==> src/hdl/vna_pkg.sv <==
`timescale 1ns / 1ps
// ----------------------------------------------------------------------------
// Vertex normal accumulator package
// Shared widths, codes, beat types and state encodings of the accumulator.
// ----------------------------------------------------------------------------
package vna_pkg;

  localparam int MAX_VERTICES_DEF = 4096;
  localparam int QUEUE_DEPTH_DEF  = 2;

  localparam int CNT_W    = 13;
  localparam int IDX_W    = 16;
  localparam int CMP_W    = 17;
  localparam int POS_W    = 24;
  localparam int DIFF_W   = 25;
  localparam int PROD_W   = 50;
  localparam int CROSS_W  = 51;
  localparam int SUM_W    = 32;
  localparam int NRM_W    = 16;
  localparam int MAG_KEEP = 30;
  localparam int SQ_W     = 60;
  localparam int ACC_W    = 64;
  localparam int ROOT_W   = 32;
  localparam int DIV_W    = 46;
  localparam int Q_W      = 15;
  localparam int Q_FRAC   = 14;
  localparam logic [Q_W-1:0] Q14_ONE = 15'd16384;
  localparam logic [ACC_W-1:0] SQRT_TOP = 64'h4000_0000_0000_0000;

  localparam logic [1:0] CMD_LOAD = 2'd0;
  localparam logic [1:0] CMD_TRI  = 2'd1;
  localparam logic [1:0] CMD_QUAD = 2'd2;
  localparam logic [1:0] CMD_READ = 2'd3;

  localparam logic [1:0] ST_DONE = 2'd0;
  localparam logic [1:0] ST_SKIP = 2'd1;
  localparam logic [1:0] ST_BAD  = 2'd2;

  typedef struct packed {
    logic [1:0]              cmd;
    logic [IDX_W-1:0]        index_a;
    logic [IDX_W-1:0]        index_b;
    logic [IDX_W-1:0]        index_c;
    logic [IDX_W-1:0]        index_d;
    logic signed [POS_W-1:0] pos_x;
    logic signed [POS_W-1:0] pos_y;
    logic signed [POS_W-1:0] pos_z;
  } in_item_t;

  typedef struct packed {
    logic [1:0]              status;
    logic signed [NRM_W-1:0] normal_x;
    logic signed [NRM_W-1:0] normal_y;
    logic signed [NRM_W-1:0] normal_z;
  } out_item_t;

  typedef enum logic [2:0] {
    OP_LOAD,
    OP_TRI,
    OP_QUAD,
    OP_READ,
    OP_SKIP,
    OP_BAD
  } job_op_t;

  typedef struct packed {
    logic signed [POS_W-1:0] x;
    logic signed [POS_W-1:0] y;
    logic signed [POS_W-1:0] z;
  } pos3_t;

  typedef struct packed {
    logic signed [SUM_W-1:0] x;
    logic signed [SUM_W-1:0] y;
    logic signed [SUM_W-1:0] z;
  } sum3_t;

  typedef struct packed {
    logic signed [CROSS_W-1:0] x;
    logic signed [CROSS_W-1:0] y;
    logic signed [CROSS_W-1:0] z;
  } vec3_t;

  typedef struct packed {
    logic signed [NRM_W-1:0] x;
    logic signed [NRM_W-1:0] y;
    logic signed [NRM_W-1:0] z;
  } nrm3_t;

  typedef struct packed {
    job_op_t               op;
    logic [3:0][IDX_W-1:0] idx;
    pos3_t                 pos;
  } job_t;

  typedef struct packed {
    logic  start;
    vec3_t vec;
  } norm_req_t;

  typedef struct packed {
    logic  done;
    nrm3_t n;
  } norm_rsp_t;

  typedef enum logic [2:0] {
    NS_IDLE,
    NS_SHIFT,
    NS_SQUARE,
    NS_SQRT,
    NS_DIV_LOAD,
    NS_DIV,
    NS_DONE
  } norm_state_t;

  typedef enum logic [3:0] {
    BS_IDLE,
    BS_LOAD,
    BS_POS_RD,
    BS_POS_CAP,
    BS_DIFF,
    BS_MUL,
    BS_MACC,
    BS_NORM_GO,
    BS_NORM_WAIT,
    BS_ACC_RD,
    BS_ACC_WR,
    BS_SUM_RD,
    BS_SUM_CAP,
    BS_RESULT
  } back_state_t;

endpackage

==> src/hdl/vna_queue.sv <==
`timescale 1ns / 1ps
// ----------------------------------------------------------------------------
// Vertex normal accumulator job queue
// Small FIFO between the front end and the back end.
// ----------------------------------------------------------------------------
module vna_queue #(
  parameter int DEPTH = vna_pkg::QUEUE_DEPTH_DEF
) (
  input  logic          clk,
  input  logic          rst_n,
  input  logic          push,
  input  vna_pkg::job_t wdata,
  output logic          full,
  input  logic          pop,
  output vna_pkg::job_t rdata,
  output logic          valid
);
  import vna_pkg::*;

  localparam int PTR_W  = (DEPTH > 1) ? $clog2(DEPTH) : 1;
  localparam int FILL_W = $clog2(DEPTH + 1);

  job_t              slot_r [DEPTH];
  logic [PTR_W-1:0]  wr_ptr_r, rd_ptr_r;
  logic [FILL_W-1:0] fill_r;

  function automatic logic [PTR_W-1:0] ptr_inc(input logic [PTR_W-1:0] p);
    return (p == PTR_W'(DEPTH - 1)) ? '0 : p + 1'b1;
  endfunction

  always_ff @(posedge clk) begin
    if (!rst_n) begin
      wr_ptr_r <= '0;
      rd_ptr_r <= '0;
      fill_r   <= '0;
    end else begin
      if (push) wr_ptr_r <= ptr_inc(wr_ptr_r);
      if (pop) rd_ptr_r <= ptr_inc(rd_ptr_r);
      if (push && !pop) begin
        fill_r <= fill_r + 1'b1;
      end else if (pop && !push) begin
        fill_r <= fill_r - 1'b1;
      end
    end
  end

  always_ff @(posedge clk) begin
    if (push) slot_r[wr_ptr_r] <= wdata;
  end

  assign full  = (fill_r == FILL_W'(DEPTH));
  assign valid = (fill_r != '0);
  assign rdata = slot_r[rd_ptr_r];

endmodule

==> config.mk <==
export PLATFORM = sky130hd
export DESIGN_NAME = vna_queue
export DESIGN_NICKNAME = d
export VERILOG_FILES = /design/src/hdl/vna_pkg.sv /design/src/hdl/vna_queue.sv
export SDC_FILE = /design/constraint.sdc
export NUM_CORES = 1
export LEC_CHECK = 0
export BUFFER_PORTS_ARGS = -buffer_cell sky130_fd_sc_hd__clkbuf_2
export CORE_ASPECT_RATIO = 1.75
export CORE_UTILIZATION = 55
export CTS_BUF_LIST = sky130_fd_sc_hd__clkbuf_2
export CTS_CLUSTER_DIAMETER = 40
export DETAILED_ROUTE_END_ITERATION = 16
export GPL_TIMING_DRIVEN = 1
export HOLD_SLACK_MARGIN = 0.03
export PLACE_DENSITY = 0.83
export RECOVER_POWER = 50
export SKIP_LAST_GASP = 1
export SLEW_MARGIN = 20
export SYNTH_ARGS = -nofsm -noshare
export SYNTH_HDL_FRONTEND = slang
export SYNTH_SLANG_ARGS = --single-unit
export TNS_END_PERCENT = 50
==> constraint.sdc <==
create_clock -name clk -period 15.66 [get_ports clk]
set_input_delay 1.566 -clock clk [delete_from_list [all_inputs] [get_ports clk]]
set_output_delay 1.566 -clock clk [all_outputs]
set_load 0.005 [all_outputs]
Word-level counts from Yosys, hierarchy flattened

Memories as Yosys holds them, arrays and structs flattened. A register that Yosys moved wholly into a read port is not among the register bits.
Index checks and enable logic that the tools add are counted.

Bits in registers: 4
Memory bits (writable): 278
Memories kept: 1
Logic and storage cells: 23
Output and inout bits: 141

Memories:

| name   | depth | bits a word | read ports | clocked after Yosys merged registers in | write ports | RTL line        | text |
|---|---|---|---|---|---|---|---|
| slot_r | 2     | 139         | 1          | 1                                       | 1           | vna_queue.sv:23 | `job_t slot_r [DEPTH];` |

Multiplexer cells: 8
Reduce and logical (&&, ||, !) cells: 6
Add/subtract/negate cells: 4
Equality and inequality tests: 1

Operators by type and width:

| operator                                         | number |
|---|---|
| 2-to-1 mux 1 bit                                 | 6 |
| 2-to-1 mux 2 bit                                 | 2 |
| nonzero test 2 bit                               | 2 |
| adder 1 bit, second input constant               | 2 |
| adder 2 x 1 -> 2 bit, second input constant      | 1 |
| equality test 2 bit, second input constant       | 1 |
| logical AND 1 bit                                | 2 |
| logical NOT 1 bit                                | 2 |
| subtractor 2 x 1 -> 2 bit, second input constant | 1 |

Logic depth before layout (Yosys ltp)

Word-level depth: 4
Mapped depth: 5

Worst setup path after synthesis

Ideal clock, no wire load.

Path kind: input-to-reg
Start: input push
End: memory slot_r[0][0] (netlist bit), enable pin
Setup time: 0.656 ns
Stages on the path: 1
Slack: 7.389 ns
Path buffers: 0
Arrival: 7.615 ns
Cell sequence: nor2b_1

Longest elaborated chain between the ends: 2

RTL lines:

| element                                | RTL line        | text |
|---|---|---|
| start: declaration                     | vna_queue.sv:11 | `input logic push,` |
| 2-to-1 mux 1 bit                       | vna_queue.sv:48 | `if (push) slot_r[wr_ptr_r] <= wdata;` |
| 2-to-1 mux 1 bit (not written as such) | vna_queue.sv:48 |  |
| end: declaration                       | vna_queue.sv:23 |  |

No other way between the ends.

Final worst setup path

Start: input push
End: memory slot_r[1][5] (netlist bit), enable pin

Same word-level chain as after synthesis.

==> flow_metrics.tcl <==
set metrics [dict create \
    cts_tree "built" \
    num_vias 5560 \
    wl_per_cell_um 18.5 \
    grt_pass1_wl_um 29600 \
    core-area_mm2 0.0181 \
    final_layout_size_suffix_gt1_share_pct 47.8 \
    arrival_ns 6.07 \
    crit_start "push" \
    p_leak_nw 4.47 \
    grt_antenna_before_repair 2 \
    cts_setup_buffers 0 \
    ctsHoldBuffers 0 \
    p_per_area_mw_per_mm2 117 \
    grt_use_met1_pct 18.5 \
    final_hold_viol_count 0 \
    fin_skew_ns 0.0526 \
    min_period_ns 5.74 \
    regToRegSetupSlack_ns 10.59 \
    grt.overflow.total 0 \
    cts_root_buffer "clkbuf_2" \
    drt-pass1-iter-count 6 \
    clk_pin_slew_worst_paths_ns 0.10 \
    status "complete, but fails checks" \
    synth_top_family_by_area "multiplexers" \
    met3_usage_pct 5.51 \
    finalCritPeriodShare_pct 36.7 \
    rsz0062_at_grt "no" \
    groute.usage.overall_pct 20.3 \
    grt_util_met2_pct 37.9 \
    synth_fa_ha_area_share_pct 0.122 \
    clk_latency_ns 0.75 \
    synthMuxAreaShare_pct 15.2 \
    max_freq_mhz 174 \
    cpPeakStageDelay_ns 3.12 \
    drc 0 \
    place.gp.congestion 0.743 \
    synth_xor_area_share_pct 0.256 \
    fp.dieH_um 183 \
    synth_simple_gate_area_share_pct 0.572 \
    fp-row-count 65 \
    crit_path_cell_trace "clkbuf_1 > and2_0 > buf_4" \
    r2r_start "wr_ptr_r$_SDFFE_PN0P_" \
    drt_iter0_drc 180 \
    cts.sinks 283 \
    synth_warnings 0 \
    setup_viol 0 \
    busiest_layer "met2" \
    maxSlewHeadroom_pct -191 \
    crit_slowest_cell "and2_0" \
    maxCapViolCount 2 \
    fin_tns_setup_ns 0 \
    synth_cell_type_count 18 \
    ys_seq_area_share_pct 82.2 \
    finalNetCount 930 \
    crit_type "input pin to flip-flop" \
    worst_slew_pin_slew_ns 4.36 \
    postSynthCellCount 454 \
    avgSynthCellArea_um2 22.7 \
    die_w_um 105 \
    synth_compound_area_share_pct 0.195 \
    crit_path_max_fanout 74 \
    grt_max_degree 77 \
    violations "max-capacitance violations, max-slew violations" \
    cts_made_buffers 58 \
    grt_pass1_vias 6085 \
    worstPathRequired_ns 15.99 \
    ioPinCount 284 \
    ctsResizeCount 0 \
    port_buffers 283 \
    total_power_w 0.00143 \
    syn-num-nets 598 \
    vias_per_cell 5.19 \
    die_area_mm2 0.0193 \
    wirelength_um 19900 \
    htreeDepth 2 \
    crit_path_start_kind "input pin" \
    r2r.worst_path.cells 2 \
    min_path_type "flip-flop to flip-flop" \
    peakVddDrop_uv 71.5 \
    r2r_end "slot_r[1][5]$_DFFE_PP_" \
    crit_path_end "slot_r[1][5]$_DFFE_PP_" \
    cts.path.max_buffers 3 \
    slew_violations 134 \
    initial_core_util_pct 56.7 \
    cp-end-kind "flip-flop" \
    dp_hpwl_um 13600 \
    ys_seq_elements 283 \
    ant_nets 0 \
    syn_area_mm2 0.0103 \
    area_growth_pct 19.2 \
]
==> cells in the final DEF (no fill, tap or decap) <==
cell type | Yosys | layout
buf_4 | 2 | 3
xnor2_1 | 1 | 1
and2b_2 | 1 | 1
o21a_1 | 1 | 1
or3_1 | 1 | 1
inv_1 | 1 | 1
or2_2 | 1 | 1
clkinvlp_4 | 0 | 1
clkinv_1 | 0 | 27
ha_1 | 1 | 1
a21boi_0 | 1 | 1
dfxtp_1 | 5 | 4
edfxtp_1 | 278 | 278
clkinv_2 | 0 | 5
diode_2 | 0 | 2
nor2b_1 | 2 | 2
dfxtp_4 | 0 | 1
mux2_2 | 139 | 139
xor2_1 | 2 | 2
o21ai_0 | 1 | 1
and2_0 | 0 | 4
clkbuf_2 | 0 | 248
clkbuf_1 | 0 | 112
==> cells by family (layout without fill, tap and decap cells) <==
kind of cell             after synthesis  count (layout)
other                                  0               2
adder cells (fa/ha/maj)                1               1
XOR/XNOR                               3               3
AO/OA/AOI/OAI                          3               3
multiplexers                         139             139
AND/OR/NAND/NOR                        9               9
flip-flops                           283             283
buffers and inverters                 16             397
==> report_power, final <==
| part | internal, W | switching [W] |
|---|---|---|
| Clock | 0.000136 | 0.000257 |
| Combinational | 0.0000727 | 0.0000701 |
| Sequential | 0.000877 | 0.0000153 |
==> metrics by stage <==
stage	instance area, µm²	hold WS [ns]	utilization [%]	instances	worst slack (ns)
detailed placement	11900	0.524	65.5	960	11.67
finish	12300	0.529	67.6	1071	9.92
global placement	11900	0.482	65.5	960	11.75
CTS	12400	0.540	68.4	1069	10.81
floorplan	10300	0.468	-	454	7.39
global route	12300	0.604	67.6	1071	9.64
==> worst max-delay path: cells and delay by family <==
family                 cells  cell delay [ns]
and+or+nand+nor            1             3.12
buffers and inverters      2             1.28
==> sequential cells by signal, summed over array words and instances, names as in the netlist, named ones only <==
| name | cells |
|---|---|
| fill_r | 2 |
| rd_ptr_r | 1 |
| wr_ptr_r | 1 |
| slot_r | 278 |
==> how the worst min path moves through the flow <==
stage / slack (ns) / start / to / cells past startpoint
global placement: 0.48 / fill_r[1]$_SDFFE_PN0P_ / fill_r[1]$_SDFFE_PN0P_ / 2
finish: 0.53 / fill_r[1]$_SDFFE_PN0P_ / fill_r[1]$_SDFFE_PN0P_ / 2
global route: 0.60 / fill_r[1]$_SDFFE_PN0P_ / fill_r[1]$_SDFFE_PN0P_ / 2
floorplan: 0.47 / fill_r[1]$_SDFFE_PN0P_ / fill_r[1]$_SDFFE_PN0P_ / 2
CTS: 0.54 / fill_r[1]$_SDFFE_PN0P_ / fill_r[1]$_SDFFE_PN0P_ / 2
detailed placement: 0.52 / fill_r[1]$_SDFFE_PN0P_ / fill_r[1]$_SDFFE_PN0P_ / 2
==> layer usage <==
layer  up-vias  wire (µm)
met1      2696       6300
li1       2517          -
met5         -          0
met2       261      11100
met4         0       1190
met3        86       1310
==> cell type report <==
class / instances / area, µm²
diodes: 2 / 5.00
clock buffers: 76 / 380
clock inverters: 33 / 134
fillers: 1270 / 5880
inverters: 1 / 3.75
multi-input cells: 155 / 1680
flip-flops and latches: 283 / 8450
well taps: 234 / 293
repair buffers: 287 / 1300
==> cell usage after synthesis <==
master	count	area (µm²)
xor2_1	2	17.5
a21boi_0	1	7.51
edfxtp_1	278	8350
ha_1	1	12.5
and2b_2	1	8.76
o21a_1	1	7.51
or2_2	1	6.26
and2_1	4	25.0
or3_1	1	6.26
inv_1	1	3.75
nor2b_1	2	12.5
buf_2	2	10.0
buf_4	2	15.0
xnor2_1	1	8.76
mux2_2	139	1570
o21ai_0	1	5.00
dfxtp_1	5	100
buf_6	11	124
(Power assumes the default switching activity.)
