File: config.mk
export PLATFORM = sky130hd
export DESIGN_NAME = vna_norm
export DESIGN_NICKNAME = d
export VERILOG_FILES = /design/src/hdl/vna_pkg.sv /design/src/hdl/vna_norm.sv
export SDC_FILE = /design/constraint.sdc
export NUM_CORES = 2
export LEC_CHECK = 0
export ABC_CLOCK_PERIOD_IN_PS = 11500
export BUFFER_PORTS_ARGS = -buffer_cell sky130_fd_sc_hd__buf_2
export CAP_MARGIN = 20
export CELL_PAD_IN_SITES_DETAIL_PLACEMENT = 0
export CELL_PAD_IN_SITES_GLOBAL_PLACEMENT = 1
export CORE_MARGIN = 1
export CORE_UTILIZATION = 51
export DETAILED_ROUTE_END_ITERATION = 8
export PLACE_DENSITY = 0.8
export REMOVE_ABC_BUFFERS = 1
export SLEW_MARGIN = 20
export SYNTH_ARGS = -nofsm -noshare
export SYNTH_HDL_FRONTEND = slang
export SYNTH_SLANG_ARGS = --single-unit
File: constraint.sdc
create_clock -name clk -period 11.5 [get_ports clk]
set_input_delay 1.15 -clock clk [delete_from_list [all_inputs] [get_ports clk]]
set_output_delay 1.15 -clock clk [all_outputs]
set_load 0.05 [all_outputs]
File: src/hdl/vna_pkg.sv
`timescale 1ns / 1ps
// ----------------------------------------------------------------------------
// Vertex normal accumulator package
// Shared widths, codes, beat types and state encodings of the accumulator.
// ----------------------------------------------------------------------------
package vna_pkg;

  localparam int MAX_VERTICES_DEF = 4096;
  localparam int QUEUE_DEPTH_DEF  = 2;

  localparam int CNT_W    = 13;
  localparam int IDX_W    = 16;
  localparam int CMP_W    = 17;
  localparam int POS_W    = 24;
  localparam int DIFF_W   = 25;
  localparam int PROD_W   = 50;
  localparam int CROSS_W  = 51;
  localparam int SUM_W    = 32;
  localparam int NRM_W    = 16;
  localparam int MAG_KEEP = 30;
  localparam int SQ_W     = 60;
  localparam int ACC_W    = 64;
  localparam int ROOT_W   = 32;
  localparam int DIV_W    = 46;
  localparam int Q_W      = 15;
  localparam int Q_FRAC   = 14;
  localparam logic [Q_W-1:0] Q14_ONE = 15'd16384;
  localparam logic [ACC_W-1:0] SQRT_TOP = 64'h4000_0000_0000_0000;

  localparam logic [1:0] CMD_LOAD = 2'd0;
  localparam logic [1:0] CMD_TRI  = 2'd1;
  localparam logic [1:0] CMD_QUAD = 2'd2;
  localparam logic [1:0] CMD_READ = 2'd3;

  localparam logic [1:0] ST_DONE = 2'd0;
  localparam logic [1:0] ST_SKIP = 2'd1;
  localparam logic [1:0] ST_BAD  = 2'd2;

  typedef struct packed {
    logic [1:0]              cmd;
    logic [IDX_W-1:0]        index_a;
    logic [IDX_W-1:0]        index_b;
    logic [IDX_W-1:0]        index_c;
    logic [IDX_W-1:0]        index_d;
    logic signed [POS_W-1:0] pos_x;
    logic signed [POS_W-1:0] pos_y;
    logic signed [POS_W-1:0] pos_z;
  } in_item_t;

  typedef struct packed {
    logic [1:0]              status;
    logic signed [NRM_W-1:0] normal_x;
    logic signed [NRM_W-1:0] normal_y;
    logic signed [NRM_W-1:0] normal_z;
  } out_item_t;

  typedef enum logic [2:0] {
    OP_LOAD,
    OP_TRI,
    OP_QUAD,
    OP_READ,
    OP_SKIP,
    OP_BAD
  } job_op_t;

  typedef struct packed {
    logic signed [POS_W-1:0] x;
    logic signed [POS_W-1:0] y;
    logic signed [POS_W-1:0] z;
  } pos3_t;

  typedef struct packed {
    logic signed [SUM_W-1:0] x;
    logic signed [SUM_W-1:0] y;
    logic signed [SUM_W-1:0] z;
  } sum3_t;

  typedef struct packed {
    logic signed [CROSS_W-1:0] x;
    logic signed [CROSS_W-1:0] y;
    logic signed [CROSS_W-1:0] z;
  } vec3_t;

  typedef struct packed {
    logic signed [NRM_W-1:0] x;
    logic signed [NRM_W-1:0] y;
    logic signed [NRM_W-1:0] z;
  } nrm3_t;

  typedef struct packed {
    job_op_t               op;
    logic [3:0][IDX_W-1:0] idx;
    pos3_t                 pos;
  } job_t;

  typedef struct packed {
    logic  start;
    vec3_t vec;
  } norm_req_t;

  typedef struct packed {
    logic  done;
    nrm3_t n;
  } norm_rsp_t;

  typedef enum logic [2:0] {
    NS_IDLE,
    NS_SHIFT,
    NS_SQUARE,
    NS_SQRT,
    NS_DIV_LOAD,
    NS_DIV,
    NS_DONE
  } norm_state_t;

  typedef enum logic [3:0] {
    BS_IDLE,
    BS_LOAD,
    BS_POS_RD,
    BS_POS_CAP,
    BS_DIFF,
    BS_MUL,
    BS_MACC,
    BS_NORM_GO,
    BS_NORM_WAIT,
    BS_ACC_RD,
    BS_ACC_WR,
    BS_SUM_RD,
    BS_SUM_CAP,
    BS_RESULT
  } back_state_t;

endpackage

File: src/hdl/vna_norm.sv
`timescale 1ns / 1ps
// ----------------------------------------------------------------------------
// Vertex normal accumulator normalizer
// Scales a signed 3-vector to a unit vector in Q1.14: shift, sum of squares,
// bit-serial square root and three restoring divisions.
// ----------------------------------------------------------------------------
module vna_norm (
  input  logic                clk,
  input  logic                rst_n,
  input  vna_pkg::norm_req_t  req,
  output vna_pkg::norm_rsp_t  rsp
);
  import vna_pkg::*;

  norm_state_t              state_r, state_nxt;
  logic [CROSS_W-1:0]       m_r [3];
  logic                     neg_r [3];
  logic signed [CROSS_W-1:0] vin [3];
  logic [ACC_W-1:0]         s_r, res_r, bit_r;
  logic [SQ_W-1:0]          sq_r;
  logic [1:0]               scnt_r;
  logic [ROOT_W-1:0]        len_r;
  logic [DIV_W-1:0]         rem_r;
  logic [3:0]               qidx_r;
  logic [1:0]               ccnt_r;
  logic [Q_W-1:0]           qacc_r;
  logic [Q_W-1:0]           q_r [3];

  logic                     big_any;
  logic [MAG_KEEP-1:0]      sq_in;
  logic [ACC_W-1:0]         trial_s, res_step;
  logic                     s_ge;
  logic [DIV_W-1:0]         trial_d, num;
  logic                     d_ge;
  logic [Q_W-1:0]           qacc_step, qcap;
  logic signed [NRM_W-1:0]  nval [3];

  assign vin[0] = req.vec.x;
  assign vin[1] = req.vec.y;
  assign vin[2] = req.vec.z;

  always_comb begin
    big_any   = |(m_r[0][CROSS_W-1:MAG_KEEP] | m_r[1][CROSS_W-1:MAG_KEEP] |
                  m_r[2][CROSS_W-1:MAG_KEEP]);
    sq_in     = m_r[scnt_r][MAG_KEEP-1:0];
    trial_s   = res_r + bit_r;
    s_ge      = (s_r >= trial_s);
    res_step  = s_ge ? ((res_r >> 1) + bit_r) : (res_r >> 1);
    num       = DIV_W'({m_r[ccnt_r][MAG_KEEP-1:0], {Q_FRAC{1'b0}}}) + DIV_W'(len_r >> 1);
    trial_d   = DIV_W'(len_r) << qidx_r;
    d_ge      = (rem_r >= trial_d);
    qacc_step = d_ge ? (qacc_r | (Q_W'(1) << qidx_r)) : qacc_r;
    if (len_r == '0) begin
      qcap = '0;
    end else begin
      qcap = (qacc_step > Q14_ONE) ? Q14_ONE : qacc_step;
    end
    for (int i = 0; i < 3; i++) begin
      nval[i] = neg_r[i] ? -$signed({1'b0, q_r[i]}) : $signed({1'b0, q_r[i]});
    end
  end

  always_ff @(posedge clk) begin
    if (!rst_n) begin
      state_r <= NS_IDLE;
    end else begin
      state_r <= state_nxt;
    end
  end

  always_comb begin
    state_nxt = state_r;
    unique case (state_r)
      NS_IDLE:     if (req.start) state_nxt = NS_SHIFT;
      NS_SHIFT:    if (!big_any) state_nxt = NS_SQUARE;
      NS_SQUARE:   if (scnt_r == 2'd3) state_nxt = NS_SQRT;
      NS_SQRT:     if (bit_r == ACC_W'(1)) state_nxt = NS_DIV_LOAD;
      NS_DIV_LOAD: state_nxt = NS_DIV;
      NS_DIV: begin
        if (qidx_r == '0) state_nxt = (ccnt_r == 2'd2) ? NS_DONE : NS_DIV_LOAD;
      end
      NS_DONE:     state_nxt = NS_IDLE;
      default:     state_nxt = NS_IDLE;
    endcase
  end

  always_ff @(posedge clk) begin
    case (state_r)
      NS_IDLE: begin
        if (req.start) begin
          for (int i = 0; i < 3; i++) begin
            neg_r[i] <= vin[i][CROSS_W-1];
            m_r[i]   <= vin[i][CROSS_W-1] ? unsigned'(-vin[i]) : unsigned'(vin[i]);
          end
        end
      end
      NS_SHIFT: begin
        if (big_any) begin
          for (int i = 0; i < 3; i++) m_r[i] <= m_r[i] >> 1;
        end else begin
          s_r    <= '0;
          scnt_r <= '0;
        end
      end
      NS_SQUARE: begin
        if (scnt_r != 2'd3) sq_r <= sq_in * sq_in;
        if (scnt_r != 2'd0) s_r <= s_r + ACC_W'(sq_r);
        scnt_r <= scnt_r + 1'b1;
        bit_r  <= SQRT_TOP;
        res_r  <= '0;
      end
      NS_SQRT: begin
        if (s_ge) s_r <= s_r - trial_s;
        res_r <= res_step;
        bit_r <= bit_r >> 2;
        len_r  <= res_step[ROOT_W-1:0];
        ccnt_r <= '0;
      end
      NS_DIV_LOAD: begin
        rem_r  <= num;
        qidx_r <= 4'(Q_FRAC);
        qacc_r <= '0;
      end
      NS_DIV: begin
        if (d_ge) rem_r <= rem_r - trial_d;
        qacc_r <= qacc_step;
        qidx_r <= qidx_r - 1'b1;
        if (qidx_r == '0) begin
          q_r[ccnt_r] <= qcap;
          ccnt_r      <= ccnt_r + 1'b1;
        end
      end
      default: ;
    endcase
  end

  assign rsp.done = (state_r == NS_DONE);
  assign rsp.n.x  = nval[0];
  assign rsp.n.y  = nval[1];
  assign rsp.n.z  = nval[2];

endmodule

Word level (Yosys, flattened, before mapping)
Memory sizes are Yosys's and may differ from the RTL's. A register that Yosys moved wholly into a read port is not among the register bits.
Cells that the tools add are included.

operators by class
  $add $sub $neg = 15
  multiply operators = 1
  divide/modulo/power cells = 0
  order comparisons = 3
  equality and inequality tests = 18
  shifts and indexed selects = 2
  multiplexer cells = 45
  bitwise logic cells = 6
  reduce and logical (&&, ||, !) cells = 16

operators with widths
  kind                                            count
  2-to-1 mux 51 bit                               6
  2-to-1 mux 64 bit                               4
  one-hot mux 64 bit (2 select lines)             2
  one-hot mux 64 bit (3 select lines)             1
  negator 51 bit                                  3
  one-hot mux 46 bit (2 select lines)             1
  adder 63 x 64 -> 64 bit                         1
  adder 64 x 60 -> 64 bit                         1
  adder 64 bit                                    1
  == test 64 x 1 -> 1 bit, second input constant  1
  greater-or-equal comparator 64 bit              1
  subtractor 64 bit                               1
  multiplier 30 x 30 -> 60 bit                    1
  2-to-1 mux 16 bit                               3
  negator 15 -> 16 bit                            3
  greater-or-equal comparator 46 bit              1
  2-to-1 mux 46 bit                               1
  << shifter 32 x 4 -> 46 bit                     1
  subtractor 46 bit                               1
  adder 44 x 31 -> 45 bit                         1
  2-to-1 mux 15 bit                               3
  bitwise OR 21 bit                               2
  zero test 32 bit                                1
  one-hot mux 15 bit (2 select lines)             1
  other kinds (25)                                64

storage, ports and cells
  flip-flop bits (word level) = 356
  bits in latches = 0
  memory bits (writable) = 201
  ROM bits = 0
  bits of input ports = 156
  logic and storage cells = 120
  memories kept = 3

memories
  memory  depth  bits a word  rd ports  clocked after memory_dff  write ports  line            source
  m_r     3      51           5         2                         3            vna_norm.sv:16  logic [CROSS_W-1:0] m_r [3];
  q_r     3      15           3         0                         1            vna_norm.sv:27  logic [Q_W-1:0] q_r [3];
  neg_r   3      1            3         0                         3            vna_norm.sv:17  logic neg_r [3];

Logic depth before layout (Yosys ltp)
An unclocked memory read counts as a cell.

  word-level depth = 8
  gate-level depth with buffers = 35
  gate-level depth less buffers = 33

Worst setup path after synthesis
Ideal clock, no wire load.

  kind = register -> register
  start point = register with a tool-made name
  end point = register sq_r[44], data pin
  arrival time = 8.804 ns
  data required time = 11.241 ns
  slack = 2.438 ns
  cell stages (with the launch flop) = 31
  path buffers = 4
  period minus slack after synthesis = 9.062 ns
  cells stage by stage = dfxtp_1 -> clkbuf_1 -> buf_1 -> clkbuf_1 -> mux2i_1 -> o21ai_1 -> inv_1 -> buf_1 -> nor2_1 -> fa_1 -> fa_1 -> fa_1 -> inv_1 -> fa_1 -> inv_1 -> fa_1 -> ha_1 -> fa_1 -> fa_1 -> ha_1 -> a211o_1 -> or2_2 -> a211oi_1 -> o2111a_1 -> nor4b_1 -> nor4_1 -> nor3_1 -> a2111o_1 -> a21o_1 -> a21oi_1 -> xnor2_1

RTL lines
  element               line             source
  to (signal assigned)  vna_norm.sv:106  if (scnt_r != 2'd3) sq_r <= sq_in * sq_in;
  to (decl)             vna_norm.sv:20   logic [SQ_W-1:0] sq_r;

==> results.json <==
{
  "status": "complete, no violations",
  "yosys-top-cells-area": "edfxtp_1 (23%), fa_1 (21%), ha_1 (9.8%), inv_1 (5.5%), nand2_1 (4.7%)",
  "synth.most_common_cell": "inv_1",
  "pin_count": 205,
  "syn_avg_cell_area_um2": 9.105,
  "end_kind": "flop",
  "synth.top_cells.by_count": "inv_1 (973), nand2_1 (833), fa_1 (698), nor2_1 (531), ha_1 (522)",
  "yosysTopAreaCell": "edfxtp_1",
  "seq_area_um2": 15790,
  "grtUsageMet3_pct": 5.018,
  "cts_tree": "done",
  "die_x_um": 363.6,
  "rsz0062_at_grt": "no",
  "vias": 54320,
  "antenna_found_initial": 9,
  "top_usage_layer": "met2",
  "synth_top_area_share_pct": 23.47,
  "synthCells": 7322,
  "skew_ns": 0.03904,
  "finalHoldViolCount": 0,
  "yosys_warnings": 0,
  "synth-main-ff-cell": "edfxtp_1",
  "die_h_um": 363.6,
  "hpwl_mm": 167.4,
  "multi_input_area_um2": 46180,
  "drt_pass1_iterations": 6,
  "die_area_um2": 132200,
  "cp-start-kind": "flop",
  "clkLatencyLatePin_ns": 0.67,
  "hp-class": "flop to flop",
  "grt_use_total_pct": 31.44,
  "grt_pass1_vias": 53040,
  "wl_per_cell_um": 22.79,
  "gr-total-overflow": 0,
  "r2r-end": "sq_r[58]$_DFFE_PP_",
  "period_share_pct": 87.31,
  "cts_sinks": 528,
  "cp_max_fo": 39,
  "ctsResizeCount": 0,
  "slowest_delay_ns": 0.86,
  "root_buffer": "clkbuf_16",
  "seq_area_frac_synth_pct": 23.68,
  "setup_viol": 0,
  "drtIter0Drc": 4939,
  "min_from": "m_r[2][47]$_DFFE_PP_",
  "vias_per_cell": 5.921,
  "cp.arrival_ns": 10.44,
  "netlist-cell-type-count": 86,
  "routed_wirelength_mm": 209.1,
  "max_cap_viol_count": 0,
  "fill_cells": 11800,
  "syn_area_um2": 66670,
  "worst_hold_slack_ns": 0.5418,
  "place.gp.congestion": 0.9536,
  "final_nets": 8752,
  "clock.fmax_mhz": 99.59,
  "rrSetupSlack_ns": 1.46,
  "placementRows": 132,
  "ctsHoldBuffers": 0,
  "critPathKind": "flop to flop",
  "slew_viol_final": 0,
  "cp_slowest_cell": "dfxtp_2",
  "clockBufferDepth": 3,
  "portBuffers": 204,
  "max-slew-margin-rel_pct": 12.87,
  "cts_buffers": 66,
  "met2_usage_pct": 51.89,
  "coreArea_um2": 129600,
  "grt_max_degree": 135,
  "drive_gt1_share_pct": 7.162,
  "grt_util_met1_pct": 41.97,
  "worst_hold_path.endpoint": "m_r[2][46]$_DFFE_PP_",
  "post-route-min-period_ns": 10.04,
  "synth_seq_cells": 528,
  "cts_setup_buffers": 0,
  "async_reset_ff_share_pct": 0,
  "cp_common_cell": "fa_1",
  "r2r_cells": 29,
  "critPathRequiredTime_ns": 11.89,
  "clk_pin_slew_worst_paths_ns": 0.06,
  "synth-edff-count": 521,
  "initial_utilization_pct": 51.42,
  "grt_pass1_wl_mm": 316.8,
  "min_path_cells": 2,
  "cts.htree.levels": 3,
  "areaGrowthSynthToFinish_pct": 7.590,
  "ant_nets": 0,
  "drc": 0,
  "worst_pin_slew_ns": 1.293
}
==> sequential cells by signal, summed over array words and instances (netlist names), named ones only <==
signal and flops:
s_r 64, qidx_r 4, sq_r 59, rem_r 46, scnt_r 2, qacc_r 15
q_r 45, ccnt_r 2, neg_r 3, m_r 153, bit_r 32, state_r 3
res_r 64, len_r 32
==> how the worst max path moves through the flow <==
stage          slack, ns                  end                     from
6_report            1.46   sq_r[58]$_DFFE_PP_                     flop
5_1_grt             1.02   sq_r[55]$_DFFE_PP_                     flop
4_1_cts             1.51   sq_r[58]$_DFFE_PP_                     flop
3_5_place_dp        1.60   sq_r[58]$_DFFE_PP_                     flop
3_3_place_gp        1.70   sq_r[57]$_DFFE_PP_                     flop
2_1_floorplan     -11.15  m_r[0][0]$_DFFE_PP_  state_r[0]$_SDFFE_PN0P_
==> cell usage in the layout (no fill, tap or decap), types with 53 or more instances in the layout <==
| cell | n |
|---|---|
| nand4_1 | 74 |
| a21oi_1 | 323 |
| a21o_1 | 158 |
| mux2i_1 | 91 |
| and3_1 | 73 |
| buf_2 | 204 |
| nor2_1 | 529 |
| inv_1 | 972 |
| ha_1 | 522 |
| a31oi_1 | 86 |
| fa_1 | 698 |
| o22ai_1 | 61 |
| xnor2_1 | 243 |
| a211oi_1 | 53 |
| nor4_1 | 60 |
| o21bai_1 | 54 |
| nand2_1 | 831 |
| xor2_1 | 315 |
| and2_1 | 68 |
| o21ai_0 | 476 |
| o31ai_1 | 70 |
| nor2b_1 | 53 |
| edfxtp_1 | 521 |
| buf_4 | 78 |
| clkbuf_16 | 68 |
| nor3_1 | 89 |
| nand3_1 | 81 |
==> layer usage <==
metal / wire length [um] / vias up
li1: - / 25080
met1: 86960 / 26900
met2: 99490 / 1929
met3: 14850 / 406
met4: 7794 / 4
met5: 26 / -
==> per-stage QoR <==
| stage | setup WS [ns] | TNS (ns) | utilization, % | area (um2) | instances |
|---|---|---|---|---|---|
| final | 1.459 | 0 | 55.32 | 71730 | 9174 |
| after floorplan | -11.15 | -3188.80 | - | 65530 | 7024 |
| after CTS | 1.507 | 0 | 55.31 | 71710 | 9170 |
| after detailed placement | 1.599 | 0 | 53.59 | 69480 | 9050 |
| after global placement | 1.699 | 0 | 53.59 | 69480 | 9049 |
| after global routing | 1.024 | 0 | 55.32 | 71720 | 9170 |
==> final cells by class <==
class                      instances  share of cell area [%]
clock buffer                      81                   2.468
sequential                       528                   22.01
clock inverter                    39                  0.6419
multi-input combinational       5510                   64.38
timing repair buffer             284                   2.283
inverter                         986                   5.160
tap                             1742                   3.039
antenna                            4                 0.01396
==> worst max-delay path: cells and delay by family (launching register included) <==
family / cells / cell delay (ns)
flops: 1 / 0.86
fa+ha+maj: 9 / 4.11
simple gates: 3 / 0.55
buf+inv: 6 / 1.44
xor+xnor: 1 / 0.07
compound gates: 10 / 2.73
==> cell families after synthesis <==
group / after synthesis / share of synthesized area [%]
multiplexers: 137 / 2.515
buffers and inverters: 1284 / 7.252
AO/OA/AOI/OAI: 1557 / 14.56
flip-flops: 528 / 23.68
AND/OR/NAND/NOR: 2038 / 13.91
XOR/XNOR: 558 / 7.331
adder cells (fa/ha/maj): 1220 / 30.76
Power is left out: the tool's default activity adds up to more than one toggle a clock period on the data nets, which glitch-free logic cannot reach.
