==> config.mk <==
export PLATFORM = sky130hd
export DESIGN_NAME = vna_front
export DESIGN_NICKNAME = d
export VERILOG_FILES = /design/src/hdl/vna_pkg.sv /design/src/hdl/vna_front.sv
export SDC_FILE = /design/constraint.sdc
export NUM_CORES = 1
export LEC_CHECK = 0
export BUFFER_PORTS_ARGS = -buffer_cell sky130_fd_sc_hd__buf_2
export CAP_MARGIN = 20
export CORE_AREA = 2 2 117 119
export CTS_BUF_LIST = sky130_fd_sc_hd__clkbuf_2
export DETAILED_ROUTE_END_ITERATION = 8
export DIE_AREA = 0 0 119 121
export SYNTH_ARGS = -nofsm -noshare
export SYNTH_HDL_FRONTEND = slang
export SYNTH_SLANG_ARGS = --single-unit
==> constraint.sdc <==
create_clock -name clk -period 3.59 [get_ports clk]
set_input_delay 0.1795 -clock clk [delete_from_list [all_inputs] [get_ports clk]]
set_output_delay 0.1795 -clock clk [all_outputs]
set_load 0.01 [all_outputs]
==> src/hdl/vna_pkg.sv <==
`timescale 1ns / 1ps
// ----------------------------------------------------------------------------
// Vertex normal accumulator package
// Shared widths, codes, beat types and state encodings of the accumulator.
// ----------------------------------------------------------------------------
package vna_pkg;

  localparam int MAX_VERTICES_DEF = 4096;
  localparam int QUEUE_DEPTH_DEF  = 2;

  localparam int CNT_W    = 13;
  localparam int IDX_W    = 16;
  localparam int CMP_W    = 17;
  localparam int POS_W    = 24;
  localparam int DIFF_W   = 25;
  localparam int PROD_W   = 50;
  localparam int CROSS_W  = 51;
  localparam int SUM_W    = 32;
  localparam int NRM_W    = 16;
  localparam int MAG_KEEP = 30;
  localparam int SQ_W     = 60;
  localparam int ACC_W    = 64;
  localparam int ROOT_W   = 32;
  localparam int DIV_W    = 46;
  localparam int Q_W      = 15;
  localparam int Q_FRAC   = 14;
  localparam logic [Q_W-1:0] Q14_ONE = 15'd16384;
  localparam logic [ACC_W-1:0] SQRT_TOP = 64'h4000_0000_0000_0000;

  localparam logic [1:0] CMD_LOAD = 2'd0;
  localparam logic [1:0] CMD_TRI  = 2'd1;
  localparam logic [1:0] CMD_QUAD = 2'd2;
  localparam logic [1:0] CMD_READ = 2'd3;

  localparam logic [1:0] ST_DONE = 2'd0;
  localparam logic [1:0] ST_SKIP = 2'd1;
  localparam logic [1:0] ST_BAD  = 2'd2;

  typedef struct packed {
    logic [1:0]              cmd;
    logic [IDX_W-1:0]        index_a;
    logic [IDX_W-1:0]        index_b;
    logic [IDX_W-1:0]        index_c;
    logic [IDX_W-1:0]        index_d;
    logic signed [POS_W-1:0] pos_x;
    logic signed [POS_W-1:0] pos_y;
    logic signed [POS_W-1:0] pos_z;
  } in_item_t;

  typedef struct packed {
    logic [1:0]              status;
    logic signed [NRM_W-1:0] normal_x;
    logic signed [NRM_W-1:0] normal_y;
    logic signed [NRM_W-1:0] normal_z;
  } out_item_t;

  typedef enum logic [2:0] {
    OP_LOAD,
    OP_TRI,
    OP_QUAD,
    OP_READ,
    OP_SKIP,
    OP_BAD
  } job_op_t;

  typedef struct packed {
    logic signed [POS_W-1:0] x;
    logic signed [POS_W-1:0] y;
    logic signed [POS_W-1:0] z;
  } pos3_t;

  typedef struct packed {
    logic signed [SUM_W-1:0] x;
    logic signed [SUM_W-1:0] y;
    logic signed [SUM_W-1:0] z;
  } sum3_t;

  typedef struct packed {
    logic signed [CROSS_W-1:0] x;
    logic signed [CROSS_W-1:0] y;
    logic signed [CROSS_W-1:0] z;
  } vec3_t;

  typedef struct packed {
    logic signed [NRM_W-1:0] x;
    logic signed [NRM_W-1:0] y;
    logic signed [NRM_W-1:0] z;
  } nrm3_t;

  typedef struct packed {
    job_op_t               op;
    logic [3:0][IDX_W-1:0] idx;
    pos3_t                 pos;
  } job_t;

  typedef struct packed {
    logic  start;
    vec3_t vec;
  } norm_req_t;

  typedef struct packed {
    logic  done;
    nrm3_t n;
  } norm_rsp_t;

  typedef enum logic [2:0] {
    NS_IDLE,
    NS_SHIFT,
    NS_SQUARE,
    NS_SQRT,
    NS_DIV_LOAD,
    NS_DIV,
    NS_DONE
  } norm_state_t;

  typedef enum logic [3:0] {
    BS_IDLE,
    BS_LOAD,
    BS_POS_RD,
    BS_POS_CAP,
    BS_DIFF,
    BS_MUL,
    BS_MACC,
    BS_NORM_GO,
    BS_NORM_WAIT,
    BS_ACC_RD,
    BS_ACC_WR,
    BS_SUM_RD,
    BS_SUM_CAP,
    BS_RESULT
  } back_state_t;

endpackage

==> src/hdl/vna_front.sv <==
`timescale 1ns / 1ps
// ----------------------------------------------------------------------------
// Vertex normal accumulator front end
// Holds the vertex count register, checks indices and queues decoded jobs.
// ----------------------------------------------------------------------------
module vna_front #(
  parameter int MAX_VERTICES = vna_pkg::MAX_VERTICES_DEF
) (
  input  logic                      clk,
  input  logic                      rst_n,
  input  logic                      in_valid,
  output logic                      in_stall,
  input  vna_pkg::in_item_t         in_data,
  input  logic                      cfg_we,
  input  logic [vna_pkg::CNT_W-1:0] cfg_data,
  output logic                      q_push,
  output vna_pkg::job_t             q_wdata,
  input  logic                      q_full
);
  import vna_pkg::*;

  localparam logic [CMP_W-1:0] MAX_LIM = CMP_W'(MAX_VERTICES);

  logic [CNT_W-1:0] vertex_count_r;
  logic [CMP_W-1:0] eff_cnt;
  logic             a_ok, b_ok, c_ok, d_ok;
  job_op_t          op;

  always_ff @(posedge clk) begin
    if (!rst_n) begin
      vertex_count_r <= '0;
    end else if (cfg_we) begin
      vertex_count_r <= cfg_data;
    end
  end

  always_comb begin
    eff_cnt = (CMP_W'(vertex_count_r) < MAX_LIM) ? CMP_W'(vertex_count_r) : MAX_LIM;
    a_ok    = CMP_W'(in_data.index_a) < eff_cnt;
    b_ok    = CMP_W'(in_data.index_b) < eff_cnt;
    c_ok    = CMP_W'(in_data.index_c) < eff_cnt;
    d_ok    = CMP_W'(in_data.index_d) < eff_cnt;
    unique case (in_data.cmd)
      CMD_LOAD: op = a_ok ? OP_LOAD : OP_BAD;
      CMD_TRI:  op = (a_ok && b_ok && c_ok) ? OP_TRI : OP_SKIP;
      CMD_QUAD: op = (a_ok && b_ok && c_ok && d_ok) ? OP_QUAD : OP_SKIP;
      CMD_READ: op = a_ok ? OP_READ : OP_BAD;
      default:  op = OP_BAD;
    endcase
  end

  assign in_stall   = q_full;
  assign q_push     = in_valid && !q_full;
  assign q_wdata.op = op;
  assign q_wdata.idx = {in_data.index_d, in_data.index_c, in_data.index_b, in_data.index_a};
  assign q_wdata.pos = {in_data.pos_x, in_data.pos_y, in_data.pos_z};

endmodule

# Word level (Yosys, flattened, before mapping)
# Cells that the tools add are included.
dict set report classes {
  n_mux 6
  n_lt_le_gt_ge 5
  n_eq_ne 3
  n_reduce_logical 6
}
# operator n
set ops {}
lappend ops {{< comparator 16 x 13 -> 1 bit} 4}
lappend ops {{< comparator 13 bit (second input constant)} 1}
lappend ops {{two-way mux 13 bit} 1}
lappend ops {{two-way mux 3 bit} 4}
lappend ops {{one-hot mux 3 bit (4 select lines)} 1}
lappend ops {{== test 2 bit (second input constant)} 2}
lappend ops {{logical AND 1 bit} 4}
lappend ops {{== test 2 x 1 -> 1 bit (second input constant)} 1}
lappend ops {{logical NOT 2 bit} 1}
lappend ops {{logical NOT 1 bit} 1}
dict set report word_totals {
  output_inout_bits 141
  wordCells 21
  ff_bits 13
}

# Logic depth before layout (Yosys ltp)
# Gate-level depths: netlist of the first run.
dict set report depth {
  word_depth 8
  depth_mapped 10
  mapped_depth_nobuf 9
}

# Least setup slack after synthesis of the first run
# OpenSTA, ideal clock, no wires.
dict set report synth_path {
  path_type {reg2out}
  startpoint {reg vertex_count_r[12]}
  endpoint {out q_wdata[136] in the netlist's numbering}
  path_buffers 1
  arrival_ns 2.649
  path_stages_with_launch 11
  setup_slack_ns 0.761
  cell_sequence {dfxtp_1 inv_1 clkbuf_1 nand2_1 ha_1 a21o_2 a221o_1 a211oi_2 o211ai_2 or3b_1 a31oi_1}
}
# item line_no
set synth_lines {}
lappend synth_lines {{start: declaration} vna_front.sv:24} ;# logic [CNT_W-1:0] vertex_count_r;
lappend synth_lines {{start signal: assignment} vna_front.sv:33} ;# vertex_count_r <= cfg_data;
lappend synth_lines {{end: declaration} vna_front.sv:17} ;# output vna_pkg::job_t q_wdata,

==> summary.txt, run 1 <==
Status
  • Outcome: finished clean

Logic synthesis
  • Primary FF master, synth: dfxtp_1
  • Register area share after synthesis: a little under a tenth
  • Area fraction of the dominant cell type after synthesis: 37.9%
  • Avg Cell Area, Syn: 8.39 um^2
  • Post-synthesis async set-or-reset flop share: 0%
  • Area share of fa/ha/maj cells after synthesis: 22.2%
  • Post-synth net total: 527
  • #FFs+latches synth: 13
  • XOR/XNOR Fraction of Synth Area: 0%
  • Mapped Cells: 323
  • Simple-Gate Fraction of Synth Area: about an eighth
  • Multiplexer share of the synthesized area: 4.80%
  • Yosys cell types: 41
  • Post-synth EDFFs: 0
  • Synth warn: 0
  • Compound-Gate Fraction of Synth Area: 12.0%
  • Cell accounting for the most synthesized area: buf_4
  • Largest family of logic cells by synthesized area: buffers and inverters
  • Cell area after synthesis: about 0.0027 mm^2
  • Area contributors post-synth: buf_4, ha_1, dfxtp_1, mux2i_1, nor2b_1

Pwr
  • Combinational Power Share: between 50% and 60%
  • VDD IR-drop max: 166 uV
  • Reg power frac: between 30% and 40%
  • Pwr per Cell Area: 193 mW/mm^2
  • Internal power: 0.312 mW
  • Clock power share: 14.7%
  • Sw frac: 39.5%
  • P_leak: between 1 and 1.5 nW
  • P_sw: between 0.2 and 0.25 mW

Layout
  • Top reg by flops: vertex_count_r
  • Diode count: 0
  • Area grow syn2layout: -1.15%
  • Layout Utilization: 20.5%
  • Max FFs per register: 13
  • Final net count: 544
  • Layout cells sized above 1: ~49%
  • Biggest regs: vertex_count_r: 13 flops
  • Fillers: 1460
  • Finished Layout Cells: about 500

GRT
  • Largest net degree at the start of global routing: 16
  • Vias in the first global route: 2018
  • Total GRT Usage: 10.0%
  • Initial antenna violation count: 0
  • Global-route wire length before repair: approximately 11000 um
  • Grt ovf: 0

Clock network
  • CTS root buf: clkbuf_2
  • CTS clk-pin slew, worst paths: 130 ps
  • CTS tree: yes
  • CTS Sinks: 13
  • H-tree lvl count: 1
  • Clk_lat worst skew: between 200 and 300 ps
  • TritonCTS Buffers: 3
  • Clk buf depth: 2

Worst setup path
  • CP required: 3410 ps
  • Crit Path Class: flip-flop to primary output
  • Crit Path Max Fanout: 13
  • Crit path launch type: flip-flop
  • Crit path DAT: approximately 3100 ps
  • Endpoint class of the critical path: primary output

Route
  • DR vias: about 2100
  • WL final: between 7000 and 8000 um
  • DR DRC count: 0
  • DRT antenna net count: 0
  • DR pass1 iterations: 4
  • Initial DRC Count: 40
  • WL/cell: 14.6 um
  • Number of vias per cell: 4.03

Timing
  • Final hold violation count: 0
  • Tcrit/Tclk final: 92.1%
  • Fin Setup TNS: 0 ps
  • Final Critical Period: 3310 ps
  • Setup ws final: 284 ps
  • Max frequency: 0.302 GHz
  • Worst Tran Pin Value: 438 ps
  • RSZ-0062 raised after global routing: no
  • Final slew viol count: 0
  • Layout Skew: 0 ps
  • Final setup violation count: 0
  • Slew headroom: 70.6%

Placed design
  • Cells after DPL: between 500 and 600
  • HPWL after DPL: 6900 um
  • PortBufs: 152
  • Worst slack, placed: 445 ps
  • GP Congestion: 0.764

Floorplan
  • Site row count: 42
  • Io pins: 297
  • Core area: 0.0131 mm^2
  • Starting Density: 20.7%
  • Die Ht: between 100 and 150 um
  • Die ar.: 0.0144 mm^2
  • Die width: around 120 um

Job
  • Max_cap viols: 0

Hold path
  • Hold Path Class: primary input to flip-flop
what timing repair did:
action	4_1_cts	5_1_grt
resized for setup	0	1
hold buffers	0	0
buffers inserted	0	1
endpoints found under the setup margin	0	2
layer usage:
metal	GRT usage, %	wire, um	part of all wire (%)
met1	12.9	3340	44
met2	16.8	3590	48
met3	1.36	387	5.1
met4	4.17	216	2.9
met5	0	0	0
cell usage after synthesis, types with 3 or more instances:
| library cell | count |
|---|---|
| nor2b_1 | 14 |
| dfxtp_1 | 13 |
| nand2_1 | 16 |
| nand4_1 | 4 |
| a21o_1 | 4 |
| a21oi_1 | 5 |
| buf_4 | 137 |
| mux2i_1 | 13 |
| nor2_1 | 7 |
| o21ai_0 | 9 |
| clkbuf_1 | 3 |
| a31oi_1 | 3 |
| a211oi_1 | 5 |
| nand3_1 | 6 |
| ha_1 | 48 |
| nor4b_1 | 3 |
critical path, stage by stage, from the launching register on:
cell and delay (ps):
dfxtp_1 500, clkinvlp_4 290, nand2_1 220, ha_1 280, a21o_2 190, a221o_1 360
a211oi_2 240, o211ai_2 120, or3b_1 360, a31oi_1 160, buf_2 150
stage by stage:
stage          hold WS, ps  total power, mW  area [um^2]
5_1_grt                138            0.571         2680
3_3_place_gp           359            0.447         2650
3_5_place_dp           359            0.448         2650
6_report               167            0.516         2680
2_1_floorplan          308            0.441         2710
4_1_cts                148            0.526         2670
cells by family (layout without fill, tap and decap cells):
kind of cell,count (synthesis),count (layout)
AO/OA/AOI/OAI,45,45
adder cells (fa/ha/maj),48,48
buffers and inverters,143,159
flip-flops,13,13
multiplexers,13,13
AND/OR/NAND/NOR,61,61
final timing paths:
| kind | cells past startpoint | to | from | slack [ps] |
|---|---|---|---|---|
| setup / recovery | 10 | q_wdata[136] | vertex_count_r[12] | 280 |
| setup reg to reg | 2 | vertex_count_r[12] | vertex_count_r[12] | 2820 |
| hold / removal | 3 | vertex_count_r[8] | cfg_data[8] | 170 |
| hold reg to reg | 2 | vertex_count_r[9] | vertex_count_r[9] | 540 |
power groups by stage:
stage / clock (mW) / sequential (mW) / combinational [mW]
after floorplan: 0 / 0.160 / 0.281
after detailed placement: 0 / 0.163 / 0.284
after CTS: 0.0811 / 0.160 / 0.285
after global routing: 0.0889 / 0.162 / 0.320
final: 0.0757 / 0.160 / 0.280
after global placement: 0 / 0.164 / 0.283
layout by cell type (no fill, tap or decap), types with 5 or more instances in the layout:
cell	n
dfxtp_1	13
buf_2	152
nand3_1	6
a21oi_1	5
nand2_1	16
mux2i_1	13
o21ai_0	9
nor2b_1	14
nor2_1	7
a211oi_1	5
ha_1	48
layout make-up:
| class | count | area, um^2 | share of cell area, % |
|---|---|---|---|
| sequential | 13 | 260 | 9.71 |
| timing repair buffer | 153 | 768 | 28.7 |
| clock buffer | 4 | 20.0 | 0.747 |
| tap | 176 | 220 | 8.22 |
| inverter | 2 | 11.3 | 0.420 |
| multi-input combinational | 167 | 1400 | 52.2 |
(Power assumes the default switching activity.)
==> run 2, diff against run 1 <==
Settings changed: CELL_PAD_IN_SITES_DETAIL_PLACEMENT set to 1, CELL_PAD_IN_SITES_GLOBAL_PLACEMENT set to 2, CORE_AREA 2 2 117 119 to unset, CORE_ASPECT_RATIO set to 0.6, CORE_MARGIN set to 2, CORE_UTILIZATION set to 17, DIE_AREA 0 0 119 121 to unset, PLACE_DENSITY_LB_ADDON set to 0.1.
==> summary.txt, run 2 (synthesis results as in run 1) <==
Route
  • Top Layer Used: met4
  • WL/cell: 15.3 um
  • DR pass1 iterations: 4
  • WL final: 8360 um
  • Met3 wire length: approximately 580 um
  • Initial DRC Count: 26
  • DRT antenna net count: 0
  • DR vias: 2122
  • DR DRC count: 0
  • WL met2: ~3300 um
  • Number of vias per cell: 3.88
  • WL met1: 4460 um

Timing
  • Slew headroom: between 50% and 60%
  • Worst Tran Pin Value: 665 ps
  • Max frequency: 0.309 GHz
  • Fin Setup TNS: 0 ps
  • Final Critical Period: 3240 ps
  • Setup ws final: 351 ps
  • Layout Skew: 0 ps
  • Final slew viol count: 0
  • Final setup violation count: 0
  • RSZ-0062 raised after global routing: no
  • Final hold violation count: 0
  • Tcrit/Tclk final: 90.2%

Status
  • Outcome: finished clean

GRT
  • Grt ovf: 0
  • Largest net degree at the start of global routing: 16
  • Vias in the first global route: ~2000
  • Total GRT Usage: ~9.1%
  • Global-route wire length before repair: 11800 um
  • Initial antenna violation count: 0

Placed design
  • PortBufs: 152
  • HPWL after DPL: 7650 um
  • GP Congestion: 0.722
  • Worst slack, placed: 370 ps

Floorplan
  • Die Ht: about 100 um
  • Site row count: 35
  • Io pins: 297
  • Core area: 0.0155 mm^2
  • Die ar.: 0.0170 mm^2
  • Die width: roughly 170 um
  • Starting Density: 17.5%

Job
  • Max_cap viols: 0

Worst setup path
  • Crit Path Max Fanout: 12
  • Crit Path Class: flip-flop to primary output
  • Endpoint class of the critical path: primary output
  • Slowest cell delay on critical path: 400 ps
  • CP required: 3410 ps
  • Crit path DAT: 3060 ps
  • Crit path launch type: flip-flop
  • Crit-path cells: clkinvlp_4, nand2_1, ha_1, a21o_2, a221o_1, a211oi_2, o211ai_2, or3b_1, a31oi_1, buf_2
  • CP max stage cell: dfxtp_1

Pwr
  • Reg power frac: 30.2%
  • VDD IR-drop max: 78.4 uV
  • Pwr per Cell Area: 192 mW/mm^2
  • Sw frac: between 40% and 50%
  • P_sw: approximately 0.21 mW
  • Internal power: ~0.32 mW
  • Combinational Power Share: 55.0%
  • P_leak: 1.36 nW
  • Clock power share: between 10% and 20%

Clock network
  • Clk buf depth: 2
  • CTS tree: yes
  • TritonCTS Buffers: 3
  • CTS Sinks: 13
  • H-tree lvl count: 1
  • CTS clk-pin slew, worst paths: 130 ps
  • Clk_lat worst skew: between 200 and 300 ps
  • CTS root buf: clkbuf_2

Layout
  • Layout cells sized above 1: 49.9%
  • Biggest regs: vertex_count_r: 13 flops
  • Fillers: 1882
  • Max FFs per register: 13
  • Top reg by flops: vertex_count_r
  • Multi-input gate area: 0.00140 mm^2
  • Area grow syn2layout: 1.29%
  • Storage cell area: 260 um^2
  • Final net count: 548
  • Most frequent cells in the layout: buf_2, ha_1, nand2_1
  • Most common cell after layout, fill and taps aside: buf_2

Hold path
  • Hold Path Class: primary input to flip-flop
-- run 2: area by class of cell --
class | count | area share [%]
inverters | 2 | 0.410
diodes | 1 | 0.0911
well taps | 203 | 9.25
flip-flops and latches | 13 | 9.48
repair buffers | 157 | 29.1
clock buffers | 4 | 0.729
multi-input cells | 167 | 51.0
-- run 2: timing repair --
item / 4_1_cts / 5_1_grt
gates resized for setup: 0 / 1
setup endpoints to repair: 0 / 3
hold buffers: 0 / 0
buffers inserted: 0 / 3
-- run 2: path summary, 6_finish.rpt --
| check | end | slack, ps | cells past startpoint | from |
|---|---|---|---|---|
| setup / recovery | q_wdata[136] | 350 | 10 | vertex_count_r[12] |
| hold / removal | vertex_count_r[5] | 160 | 3 | cfg_data[5] |
| setup reg to reg | vertex_count_r[12] | 2810 | 3 | vertex_count_r[12] |
| hold reg to reg | vertex_count_r[1] | 530 | 2 | vertex_count_r[1] |
-- run 2: per-stage QoR --
| stage | hold WS [ps] | power [mW] | area (um^2) | std cells | utilization, % |
|---|---|---|---|---|---|
| CTS | 135 | 0.542 | 2720 | 543 | 17.6 |
| detailed placement | 359 | 0.459 | 2700 | 539 | 17.5 |
| global route | 137 | 0.586 | 2740 | 546 | 17.7 |
| global placement | 359 | 0.458 | 2700 | 539 | 17.5 |
| floorplan | 308 | 0.441 | 2710 | 323 | - |
| finish | 158 | 0.528 | 2750 | 547 | 17.8 |
-- run 2: per-layer routing --
layer / vias to the layer above / GRT usage [%]
met5: - / 0
met4: 0 / 1.86
met3: 22 / 1.94
met2: 102 / 12.8
met1: 953 / 14.1
li1: 1045 / -
-- run 2: power groups by stage --
stage	logic, mW	registers (mW)	clock network (mW)
floorplan	0.281	0.160	0
global route	0.332	0.161	0.0923
CTS	0.297	0.160	0.0851
finish	0.290	0.160	0.0780
global placement	0.295	0.163	0
detailed placement	0.296	0.163	0
-- run 2: critical path, delay by kind of cell (launching register included) --
kind	cells	cell delay, ps
compound gates	5	1150
fa+ha+maj	1	270
flops	1	400
buf+inv	2	370
simple gates	2	590
